## src/rtl/esd_pkg.sv

```systemverilog
// Shared types and character constants for the escape sequence byte decoder.
package esd_pkg;

    typedef enum logic [2:0] {
        MODE_NORMAL = 3'd0,
        MODE_ESC    = 3'd1,
        MODE_DIGIT  = 3'd2,
        MODE_ZERO   = 3'd3,
        MODE_ZERO2  = 3'd4
    } mode_t;

    // Decoded bytes of one character: up to three, in slot order.
    typedef struct packed {
        logic [1:0]      count;
        logic [2:0][7:0] bytes;
    } res_t;

    localparam logic [7:0] CH_BACKSLASH = 8'h5C;
    localparam logic [7:0] CH_ZERO      = 8'h30;
    localparam logic [7:0] CH_NINE      = 8'h39;
    localparam logic [7:0] CH_UPPER_A   = 8'h41;
    localparam logic [7:0] CH_UPPER_F   = 8'h46;
    localparam logic [7:0] CH_LOWER_A   = 8'h61;
    localparam logic [7:0] CH_LOWER_B   = 8'h62;
    localparam logic [7:0] CH_LOWER_F   = 8'h66;
    localparam logic [7:0] CH_LOWER_N   = 8'h6E;
    localparam logic [7:0] CH_LOWER_R   = 8'h72;
    localparam logic [7:0] CH_LOWER_T   = 8'h74;
    localparam logic [7:0] CH_LOWER_V   = 8'h76;
    localparam logic [7:0] CH_NUL       = 8'h00;
    localparam logic [7:0] CH_BEL       = 8'h07;
    localparam logic [7:0] CH_BS        = 8'h08;
    localparam logic [7:0] CH_TAB       = 8'h09;
    localparam logic [7:0] CH_LF        = 8'h0A;
    localparam logic [7:0] CH_VT        = 8'h0B;
    localparam logic [7:0] CH_FF        = 8'h0C;
    localparam logic [7:0] CH_CR        = 8'h0D;

endpackage

```

## src/rtl/esd_if.sv

```systemverilog
// Handshake channels for raw characters and decoded bytes.
interface esd_in_if;
    logic       valid;
    logic       ready;
    logic [7:0] char_in;
    logic       end_of_text;

    modport source (output valid, output char_in, output end_of_text, input ready);
    modport sink (input valid, input char_in, input end_of_text, output ready);
endinterface

interface esd_out_if;
    logic       valid;
    logic       ready;
    logic [7:0] byte_out;
    logic       run_last;

    modport source (output valid, output byte_out, output run_last, input ready);
    modport sink (input valid, input byte_out, input run_last, output ready);
endinterface

```

## src/rtl/esd_front.sv

```systemverilog
// Front end: accepts characters, tracks escape state, builds decoded byte groups.
module esd_front
(
    input  logic            clk,
    input  logic            rst_n,
    esd_in_if.sink          char_ch,
    input  logic            full,
    output logic            push,
    output esd_pkg::res_t   push_data
);

    function automatic logic is_dec(input logic [7:0] c);
        is_dec = (c >= esd_pkg::CH_ZERO) && (c <= esd_pkg::CH_NINE);
    endfunction

    function automatic logic is_hex(input logic [7:0] c);
        is_hex = is_dec(c)
              || ((c >= esd_pkg::CH_UPPER_A) && (c <= esd_pkg::CH_UPPER_F))
              || ((c >= esd_pkg::CH_LOWER_A) && (c <= esd_pkg::CH_LOWER_F));
    endfunction

    function automatic logic [3:0] hex_val(input logic [7:0] c);
        logic [7:0] d;
        d = 8'h00;
        if (is_dec(c))
            d = c - esd_pkg::CH_ZERO;
        else if ((c >= esd_pkg::CH_UPPER_A) && (c <= esd_pkg::CH_UPPER_F))
            d = c - esd_pkg::CH_UPPER_A + 8'd10;
        else if ((c >= esd_pkg::CH_LOWER_A) && (c <= esd_pkg::CH_LOWER_F))
            d = c - esd_pkg::CH_LOWER_A + 8'd10;
        hex_val = d[3:0];
    endfunction

    // Control letter after a backslash: {known, byte}.
    function automatic logic [8:0] ctrl_code(input logic [7:0] c);
        case (c)
            esd_pkg::CH_LOWER_A:   ctrl_code = {1'b1, esd_pkg::CH_BEL};
            esd_pkg::CH_LOWER_B:   ctrl_code = {1'b1, esd_pkg::CH_BS};
            esd_pkg::CH_LOWER_T:   ctrl_code = {1'b1, esd_pkg::CH_TAB};
            esd_pkg::CH_LOWER_N:   ctrl_code = {1'b1, esd_pkg::CH_LF};
            esd_pkg::CH_LOWER_V:   ctrl_code = {1'b1, esd_pkg::CH_VT};
            esd_pkg::CH_LOWER_F:   ctrl_code = {1'b1, esd_pkg::CH_FF};
            esd_pkg::CH_LOWER_R:   ctrl_code = {1'b1, esd_pkg::CH_CR};
            esd_pkg::CH_BACKSLASH: ctrl_code = {1'b1, esd_pkg::CH_BACKSLASH};
            default:               ctrl_code = {1'b0, esd_pkg::CH_NUL};
        endcase
    endfunction

    esd_pkg::mode_t mode_reg;
    esd_pkg::mode_t mode_next;
    logic [7:0]     held_reg;
    logic [7:0]     held_next;

    esd_pkg::mode_t  fmode;
    logic [7:0]      fheld;
    logic [2:0][7:0] fb;
    logic [1:0]      fcnt;
    logic [1:0][7:0] lb;
    logic [1:0]      lcnt;
    logic [2:0]      total;
    logic            accept;

    always_ff @(posedge clk or negedge rst_n)
    begin
        if (!rst_n)
        begin
            mode_reg <= esd_pkg::MODE_NORMAL;
            held_reg <= 8'h00;
        end
        else
        begin
            mode_reg <= mode_next;
            held_reg <= held_next;
        end
    end

    always_comb
    begin
        logic [7:0]      c;
        logic [8:0]      cc;
        logic [2:0][7:0] ob;
        c     = char_ch.char_in;
        cc    = ctrl_code(c);
        fmode = esd_pkg::MODE_NORMAL;
        fheld = held_reg;
        fb    = '0;
        fcnt  = 2'd0;

        // Decode the character against the current escape state.
        case (mode_reg)
            esd_pkg::MODE_ESC:
            begin
                if (c == esd_pkg::CH_ZERO)
                    fmode = esd_pkg::MODE_ZERO;
                else if (is_dec(c))
                begin
                    fheld = c;
                    fmode = esd_pkg::MODE_DIGIT;
                end
                else if (cc[8])
                begin
                    fb[0] = cc[7:0];
                    fcnt  = 2'd1;
                end
                else
                begin
                    fb[0] = esd_pkg::CH_BACKSLASH;
                    fb[1] = c;
                    fcnt  = 2'd2;
                end
            end
            esd_pkg::MODE_DIGIT:
            begin
                if (is_hex(c))
                begin
                    fb[0] = {hex_val(held_reg), hex_val(c)};
                    fcnt  = 2'd1;
                end
                else
                begin
                    fb[0] = {4'h0, hex_val(held_reg)};
                    fb[1] = c;
                    if (c == esd_pkg::CH_BACKSLASH)
                    begin
                        fmode = esd_pkg::MODE_ESC;
                        fcnt  = 2'd1;
                    end
                    else
                        fcnt = 2'd2;
                end
            end
            esd_pkg::MODE_ZERO:
            begin
                fheld = c;
                fmode = esd_pkg::MODE_ZERO2;
            end
            esd_pkg::MODE_ZERO2:
            begin
                if (is_hex(c))
                begin
                    fb[0] = is_hex(held_reg) ? {hex_val(held_reg), hex_val(c)}
                                             : esd_pkg::CH_BACKSLASH;
                    fcnt  = 2'd1;
                end
                else if (is_hex(held_reg))
                begin
                    fb[0] = {4'h0, hex_val(held_reg)};
                    fb[1] = c;
                    if (c == esd_pkg::CH_BACKSLASH)
                    begin
                        fmode = esd_pkg::MODE_ESC;
                        fcnt  = 2'd1;
                    end
                    else
                        fcnt = 2'd2;
                end
                else if (held_reg == esd_pkg::CH_BACKSLASH)
                begin
                    // Held backslash opens a new escape that c completes.
                    fb[0] = esd_pkg::CH_NUL;
                    if (cc[8])
                    begin
                        fb[1] = cc[7:0];
                        fcnt  = 2'd2;
                    end
                    else
                    begin
                        fb[1] = esd_pkg::CH_BACKSLASH;
                        fb[2] = c;
                        fcnt  = 2'd3;
                    end
                end
                else
                begin
                    fb[0] = esd_pkg::CH_NUL;
                    fb[1] = held_reg;
                    fb[2] = c;
                    if (c == esd_pkg::CH_BACKSLASH)
                    begin
                        fmode = esd_pkg::MODE_ESC;
                        fcnt  = 2'd2;
                    end
                    else
                        fcnt = 2'd3;
                end
            end
            default:
            begin
                if (c == esd_pkg::CH_BACKSLASH)
                    fmode = esd_pkg::MODE_ESC;
                else
                begin
                    fb[0] = c;
                    fcnt  = 2'd1;
                end
            end
        endcase

        // Flush bytes of whatever escape is left open at end of text.
        lb   = '0;
        lcnt = 2'd0;
        if (char_ch.end_of_text)
        begin
            case (fmode)
                esd_pkg::MODE_ESC:
                begin
                    lb[0] = esd_pkg::CH_BACKSLASH;
                    lcnt  = 2'd1;
                end
                esd_pkg::MODE_DIGIT:
                begin
                    lb[0] = {4'h0, hex_val(fheld)};
                    lcnt  = 2'd1;
                end
                esd_pkg::MODE_ZERO:
                begin
                    lb[0] = esd_pkg::CH_NUL;
                    lcnt  = 2'd1;
                end
                esd_pkg::MODE_ZERO2:
                begin
                    if (is_hex(fheld))
                    begin
                        lb[0] = {4'h0, hex_val(fheld)};
                        lcnt  = 2'd1;
                    end
                    else
                    begin
                        lb[0] = esd_pkg::CH_NUL;
                        lb[1] = fheld;
                        lcnt  = 2'd2;
                    end
                end
                default:
                begin
                    lcnt = 2'd0;
                end
            endcase
        end

        // Append flush bytes after decode bytes; drop anything past three.
        ob = '0;
        for (int k = 0; k < 3; k++)
        begin
            if (2'(k) < fcnt)
                ob[k] = fb[k];
            else if ((3'(k) - {1'b0, fcnt}) < {1'b0, lcnt})
                ob[k] = lb[1'(3'(k) - {1'b0, fcnt})];
        end
        total = {1'b0, fcnt} + {1'b0, lcnt};
        push_data.bytes = ob;
        push_data.count = (total > 3'd3) ? 2'd3 : total[1:0];

        accept        = char_ch.valid && char_ch.ready;
        push          = accept && (total != 3'd0);
        mode_next     = mode_reg;
        held_next     = held_reg;
        if (accept)
        begin
            mode_next = char_ch.end_of_text ? esd_pkg::MODE_NORMAL : fmode;
            held_next = fheld;
        end
    end

    assign char_ch.ready = !full;

endmodule

```

## src/rtl/esd_fifo.sv

```systemverilog
// Queue of decoded byte groups between front end and back end.
module esd_fifo
#(
    parameter int DEPTH = 4
)
(
    input  logic          clk,
    input  logic          rst_n,
    input  logic          push,
    input  esd_pkg::res_t push_data,
    output logic          full,
    input  logic          pop,
    output esd_pkg::res_t pop_data,
    output logic          empty
);

    localparam int PW = (DEPTH > 1) ? $clog2(DEPTH) : 1;
    localparam int CW = $clog2(DEPTH + 1);

    esd_pkg::res_t mem_reg [DEPTH];
    logic [PW-1:0] wr_ptr_reg;
    logic [PW-1:0] wr_ptr_next;
    logic [PW-1:0] rd_ptr_reg;
    logic [PW-1:0] rd_ptr_next;
    logic [CW-1:0] count_reg;
    logic [CW-1:0] count_next;
    logic          push_ok;
    logic          pop_ok;

    assign full     = (count_reg == CW'(DEPTH));
    assign empty    = (count_reg == '0);
    assign push_ok  = push && !full;
    assign pop_ok   = pop && !empty;
    assign pop_data = mem_reg[rd_ptr_reg];

    always_comb
    begin
        wr_ptr_next = wr_ptr_reg;
        rd_ptr_next = rd_ptr_reg;
        count_next  = count_reg;
        if (push_ok)
            wr_ptr_next = (wr_ptr_reg == PW'(DEPTH - 1)) ? '0 : wr_ptr_reg + 1'b1;
        if (pop_ok)
            rd_ptr_next = (rd_ptr_reg == PW'(DEPTH - 1)) ? '0 : rd_ptr_reg + 1'b1;
        if (push_ok && !pop_ok)
            count_next = count_reg + 1'b1;
        else if (pop_ok && !push_ok)
            count_next = count_reg - 1'b1;
    end

    always_ff @(posedge clk or negedge rst_n)
    begin
        if (!rst_n)
        begin
            wr_ptr_reg <= '0;
            rd_ptr_reg <= '0;
            count_reg  <= '0;
        end
        else
        begin
            wr_ptr_reg <= wr_ptr_next;
            rd_ptr_reg <= rd_ptr_next;
            count_reg  <= count_next;
        end
    end

    always_ff @(posedge clk)
    begin
        if (push_ok)
            mem_reg[wr_ptr_reg] <= push_data;
    end

`ifndef SYNTHESIS
    a_count_bound: assert property (@(posedge clk) disable iff (!rst_n)
        count_reg <= CW'(DEPTH))
        else $error("queue fill count above depth");

    a_fill_grows: assert property (@(posedge clk) disable iff (!rst_n)
        (push && !full && !pop) |=> (count_reg == CW'($past(count_reg) + 1'b1)))
        else $error("queue fill count lost a write");

    a_no_empty_pop: assert property (@(posedge clk) disable iff (!rst_n)
        pop |-> !empty)
        else $error("back end popped an empty queue");
`endif

endmodule

```

## src/rtl/esd_back.sv

```systemverilog
// Back end: streams each queued byte group out one beat at a time.
module esd_back
(
    input  logic          clk,
    input  logic          rst_n,
    input  esd_pkg::res_t head,
    input  logic          empty,
    output logic          pop,
    esd_out_if.source     byte_ch
);

    logic [1:0] idx_reg;
    logic [1:0] idx_next;
    logic       last;
    logic       fire;

    assign last = (idx_reg == (head.count - 2'd1));
    assign fire = byte_ch.valid && byte_ch.ready;
    assign pop  = fire && last;

    assign byte_ch.valid    = !empty;
    assign byte_ch.run_last = last;

    always_comb
    begin
        case (idx_reg)
            2'd0:    byte_ch.byte_out = head.bytes[0];
            2'd1:    byte_ch.byte_out = head.bytes[1];
            2'd2:    byte_ch.byte_out = head.bytes[2];
            default: byte_ch.byte_out = head.bytes[0];
        endcase

        idx_next = idx_reg;
        if (fire)
            idx_next = last ? 2'd0 : idx_reg + 2'd1;
    end

    always_ff @(posedge clk or negedge rst_n)
    begin
        if (!rst_n)
            idx_reg <= 2'd0;
        else
            idx_reg <= idx_next;
    end

endmodule

```

## src/rtl/escape_sequence_byte_decoder.sv

```systemverilog
// A character's bytes are written into the group queue and offered when they reach its head.
// One character in per cycle while the queue has room; one byte out per cycle while ready.
// A character that decodes to n bytes (0 to 3) leaves as n beats on the output side.
// The queue of QUEUE_DEPTH groups sets how long input keeps flowing while output stalls.
// Reset (rst_n low, asynchronous): escape state returns to pass-through, queue empties.
module escape_sequence_byte_decoder
#(
    parameter int QUEUE_DEPTH = 4
)
(
    input  logic      clk,
    input  logic      rst_n,
    esd_in_if.sink    char_ch,
    esd_out_if.source byte_ch
);

    // Front end to queue: one entry per character that yields bytes.
    logic          push;
    esd_pkg::res_t push_data;
    logic          full;

    // Queue to back end: head group, popped after its last beat leaves.
    logic          pop;
    esd_pkg::res_t head;
    logic          empty;

    // Classify each character and fold in end-of-text flush bytes.
    esd_front u_front
    (
        .clk       (clk),
        .rst_n     (rst_n),
        .char_ch   (char_ch),
        .full      (full),
        .push      (push),
        .push_data (push_data)
    );

    // Decouple input rate from output stalls.
    esd_fifo
    #(
        .DEPTH (QUEUE_DEPTH)
    )
    u_fifo
    (
        .clk       (clk),
        .rst_n     (rst_n),
        .push      (push),
        .push_data (push_data),
        .full      (full),
        .pop       (pop),
        .pop_data  (head),
        .empty     (empty)
    );

    // Serialize each group into beats and mark the group's last byte.
    esd_back u_back
    (
        .clk     (clk),
        .rst_n   (rst_n),
        .head    (head),
        .empty   (empty),
        .pop     (pop),
        .byte_ch (byte_ch)
    );

endmodule
```

## src/flat_wrapper.sv

```systemverilog
// flat-port wrapper written by rule: the top's interface ports become plain ports
module escape_sequence_byte_decoder_flat 
#(
    parameter int QUEUE_DEPTH = 4
)
  (clk, rst_n, char_ch_valid, char_ch_char_in, char_ch_end_of_text, char_ch_ready, byte_ch_valid, byte_ch_byte_out, byte_ch_run_last, byte_ch_ready);
  esd_in_if char_ch_i ();
  esd_out_if byte_ch_i ();
  input  logic clk;
  input  logic rst_n;
  input wire logic [$bits(char_ch_i.valid)-1:0] char_ch_valid;
  input wire logic [$bits(char_ch_i.char_in)-1:0] char_ch_char_in;
  input wire logic [$bits(char_ch_i.end_of_text)-1:0] char_ch_end_of_text;
  output wire logic [$bits(char_ch_i.ready)-1:0] char_ch_ready;
  output wire logic [$bits(byte_ch_i.valid)-1:0] byte_ch_valid;
  output wire logic [$bits(byte_ch_i.byte_out)-1:0] byte_ch_byte_out;
  output wire logic [$bits(byte_ch_i.run_last)-1:0] byte_ch_run_last;
  input wire logic [$bits(byte_ch_i.ready)-1:0] byte_ch_ready;
  assign char_ch_i.valid = char_ch_valid;
  assign char_ch_i.char_in = char_ch_char_in;
  assign char_ch_i.end_of_text = char_ch_end_of_text;
  assign char_ch_ready = char_ch_i.ready;
  assign byte_ch_valid = byte_ch_i.valid;
  assign byte_ch_byte_out = byte_ch_i.byte_out;
  assign byte_ch_run_last = byte_ch_i.run_last;
  assign byte_ch_i.ready = byte_ch_ready;
  escape_sequence_byte_decoder #(.QUEUE_DEPTH(QUEUE_DEPTH)) u_core (.clk(clk), .rst_n(rst_n), .char_ch(char_ch_i), .byte_ch(byte_ch_i));
endmodule
```

## config.mk

```make
export PLATFORM = sky130hd
export DESIGN_NAME = escape_sequence_byte_decoder_flat
export DESIGN_NICKNAME = d
export VERILOG_FILES = /design/src/rtl/esd_pkg.sv /design/src/rtl/esd_if.sv /design/src/rtl/esd_front.sv /design/src/rtl/esd_fifo.sv /design/src/rtl/esd_back.sv /design/src/rtl/escape_sequence_byte_decoder.sv /design/src/flat_wrapper.sv
export SDC_FILE = /design/constraint.sdc
export NUM_CORES = 1
export LEC_CHECK = 0
export BUFFER_PORTS_ARGS = -buffer_cell sky130_fd_sc_hd__buf_2
export CORE_ASPECT_RATIO = 1.1
export CORE_MARGIN = 10
export CORE_UTILIZATION = 57
export DETAILED_ROUTE_END_ITERATION = 10
export PLACE_DENSITY = 0.77
export SLEW_MARGIN = 20
export SYNTH_ARGS = -nofsm -noshare
export SYNTH_HDL_FRONTEND = slang
export SYNTH_HIERARCHICAL = 1
export SYNTH_SLANG_ARGS = --single-unit
```

## constraint.sdc

```tcl
create_clock -name clk -period 5.7 [get_ports clk]
set_input_delay 0.57 -clock clk [delete_from_list [all_inputs] [get_ports clk]]
set_output_delay 0.57 -clock clk [all_outputs]
set_load 0.01 [all_outputs]
```

==> qor.yml <==
timing:
  max_freq_mhz: 185
  relSlewSlack_pct: 37.0
  min_period_ps: 5400
  finalSetupViolCount: 0
  worstMarginPinSlew_ps: 945
  whs_ps: 104
  final.setup_skew_ps: 11.8
  fin_setup_tns_ps: 0
  drv_slew: 0
  hold_viol: 0
  finalCritPeriodShare_pct: 94.8
  rsz0062_at_grt: "no"
route:
  vias_per_cell: 6.70
  wl_microns: 19700
  drc: 0
  antenna_left: 0
  dr.pass1.iters: 6
  drt-initial-drc-count: 596
  vias: 5494
  wl_per_cell_microns: 24.0
clock_tree:
  insertion_delay_ps: 420
  clock_path_buffers: 2
  cts_tree: "done"
  clockRootBuffer: "clkbuf_16"
  clk_pin_slew_ps: 60
  cts_num_sinks: 124
  cts_htree_levels: 4
  numCtsBuffers: 17
worst_setup_path:
  critPathBufInv: 4
  worstPathArrival_ps: 5700
  slowest_stage: "or4b_4"
  cp_max_fo: 5
  r2r-end: "u_core/u_fifo/count_reg[1]"
  r2r_setup_slack_ps: 470
  reg2reg_depth: 22
  cp_top_family: "simple AND/OR/NAND/NOR gates"
  max_stage_delay_ps: 560
  path_class: "in -> reg"
  timing.rr.start: "u_core/u_front/mode_reg[2]"
  endpoint_kind: "register"
  critPathLaunchType: "input port"
  cp_data_required_time_ps: 6000
finish:
  layout.cells.non_filler: 820
  multi_input_area_sq_um: 3460
  largest_reg_flops: 104
  drive_gt1_share_pct: 24.9
  mostFrequentLayoutCell: "edfxtp_1"
  final_cell_mix: "edfxtp_1 (104), nand2_1 (52), buf_4 (42), nor2_1 (35), o21ai_0 (31)"
  fillers: 921
  antenna-diode-count: 0
  area_growth_pct: 15.7
  final_nets: 692
  ff_latch_area_sq_um: 3620
  fin_area_sq_um: 8410
logic_synthesis:
  ys_seq_area_share_pct: 49.8
  synth_async_sr_flop_share_pct: 16.1
  avgSynthCellArea_sq_um: 12.0
  synth_cells: 604
  netlist_area_sq_um: 7270
  synth_fa_ha_area_share_pct: 5.20
  synth_top_family_by_area: "compound AO/OA/AOI/OAI gates"
  synth_edf_count: 104
  ys.flop_type: "edfxtp_1"
  synth-xor-area-share_pct: 1.20
  synthSimpleGateAreaFrac_pct: 13.5
  syn_nets: 646
  ys_warn_count: 6
  synth-seq-cells: 124
  muxShareOfSynthArea_pct: 10.5
  synthDistinctLibCells: 88
  synth_compound_area_share_pct: 15.9
place:
  placed_cells: 785
  port_buffers: 23
  gp_congestion: 0.968
  placed_area_sq_um: 7780
  hpwl_microns: 13700
power:
  p_int_w: 0.00229
  ir_drop_mv: 0.341
  powerDensity_nw_per_um2: 392
  fin_total_pwr_w: 0.00330
  switching_power_w: 0.00101
  seq_power_share_pct: 39.5
  clkPwrFrac_pct: 33.7
  switching_share_pct: 30.6
  p_comb_share_pct: 26.8
  p_leak_nw: 3.06
global_route:
  grt_pass1_wl_microns: 31000
  antenna_found_initial: 0
  grtUsageTotal_pct: 22.3
  grt_pass1_vias: 5484
  grt_max_degree: 30
  gr-total-overflow: 0
floorplan:
  dieArea_sq_um: 17700
  start_util_pct: 58.0
  pin_count: 24
  die_y_microns: 138
  die_x_microns: 128
  core_area_sq_um: 12500
  num_rows: 43
hold_path:
  hold_class: "in -> async"
run:
  drv_cap: 0
status:
  status: "finished clean"
[power groups by stage]
stage | combinational [W] | sequential, W | clock (W)
after floorplan | 0.000691 | 0.00125 | 0
after global placement | 0.000849 | 0.00130 | 0
after detailed placement | 0.000882 | 0.00132 | 0
after CTS | 0.000897 | 0.00131 | 0.00112
after global routing | 0.000959 | 0.00133 | 0.00117
final | 0.000883 | 0.00130 | 0.00111
[cell type report]
class | instances | area share, %
clock buffer | 17 | 5.06
clock inverter | 15 | 2.20
inverter | 22 | 1.04
multi-input combinational | 420 | 41.1
sequential | 124 | 43.1
tap | 157 | 2.34
timing repair buffer | 65 | 5.12
[cells in the mapped netlist, types with 5 or more instances]
master / count / area [sq um]
a211oi_1: 7 / 52.6
a21o_1: 8 / 60.1
a21oi_1: 20 / 100
a22oi_1: 13 / 97.6
and2_1: 10 / 62.6
and3_1: 8 / 50.1
buf_2: 6 / 30.0
buf_4: 6 / 45.0
clkbuf_1: 22 / 82.6
dfrtp_1: 20 / 500
edfxtp_1: 104 / 3120
ha_1: 27 / 338
inv_1: 20 / 75.1
mux2_2: 5 / 56.3
mux2i_1: 8 / 80.1
mux4_2: 26 / 586
nand2_1: 52 / 195
nand2b_1: 8 / 50.1
nand3_1: 9 / 45.0
nor2_1: 35 / 131
nor3_1: 9 / 45.0
nor3b_1: 5 / 37.5
o211ai_1: 9 / 67.6
o21ai_0: 31 / 155
o21ai_1: 5 / 25.0
o31ai_1: 10 / 75.1
o32ai_1: 6 / 52.6
xnor2_1: 8 / 70.1
[how the worst max path moves through the flow]
stage                       start                    endpoint  cells after the start
2_1_floorplan  char_ch_char_in[1]  u_core/u_fifo/count_reg[1]                     26
6_report       char_ch_char_in[0]  u_core/u_fifo/count_reg[1]                     25
4_1_cts        char_ch_char_in[0]  u_core/u_fifo/count_reg[1]                     25
3_3_place_gp   char_ch_char_in[0]  u_core/u_fifo/count_reg[1]                     25
5_1_grt        char_ch_char_in[0]  u_core/u_fifo/count_reg[2]                     27
3_5_place_dp   char_ch_char_in[0]  u_core/u_fifo/count_reg[1]                     25
[layer usage]
| metal | wire length (microns) | up-vias | track usage (%) |
|---|---|---|---|
| met3 | 1200 | 65 | 4.55 |
| met2 | 9860 | 255 | 37.1 |
| met1 | 7890 | 2714 | 27.0 |
| li1 | - | 2460 | - |
| met5 | 0 | - | 0 |
| met4 | 735 | 0 | 10.9 |
[stage by stage]
| step | utilization, % | setup WS, ps |
|---|---|---|
| after global routing | 67.1 | 16.9 |
| after floorplan | - | 8.39 |
| after detailed placement | 62.0 | -91.3 |
| after CTS | 66.9 | 297 |
| after global placement | 62.0 | 100 |
| final | 67.1 | 299 |
[what timing repair did]
item / in CTS / in global routing
hold buffers: 0 / 0
endpoints found under the setup margin: 0 / 1
buffers inserted: 0 / 3
gates resized for setup: 0 / 0
[logic make-up (layout without fill, tap and decap cells)]
family / Yosys count / after routing
flip-flops: 124 / 124
buffers and inverters: 60 / 119
multiplexers: 42 / 42
adder cells (fa/ha/maj): 29 / 29
XOR/XNOR: 10 / 10
AND/OR/NAND/NOR: 177 / 177
AO/OA/AOI/OAI: 162 / 162
No activity file was read; power rests on OpenSTA's default activity.
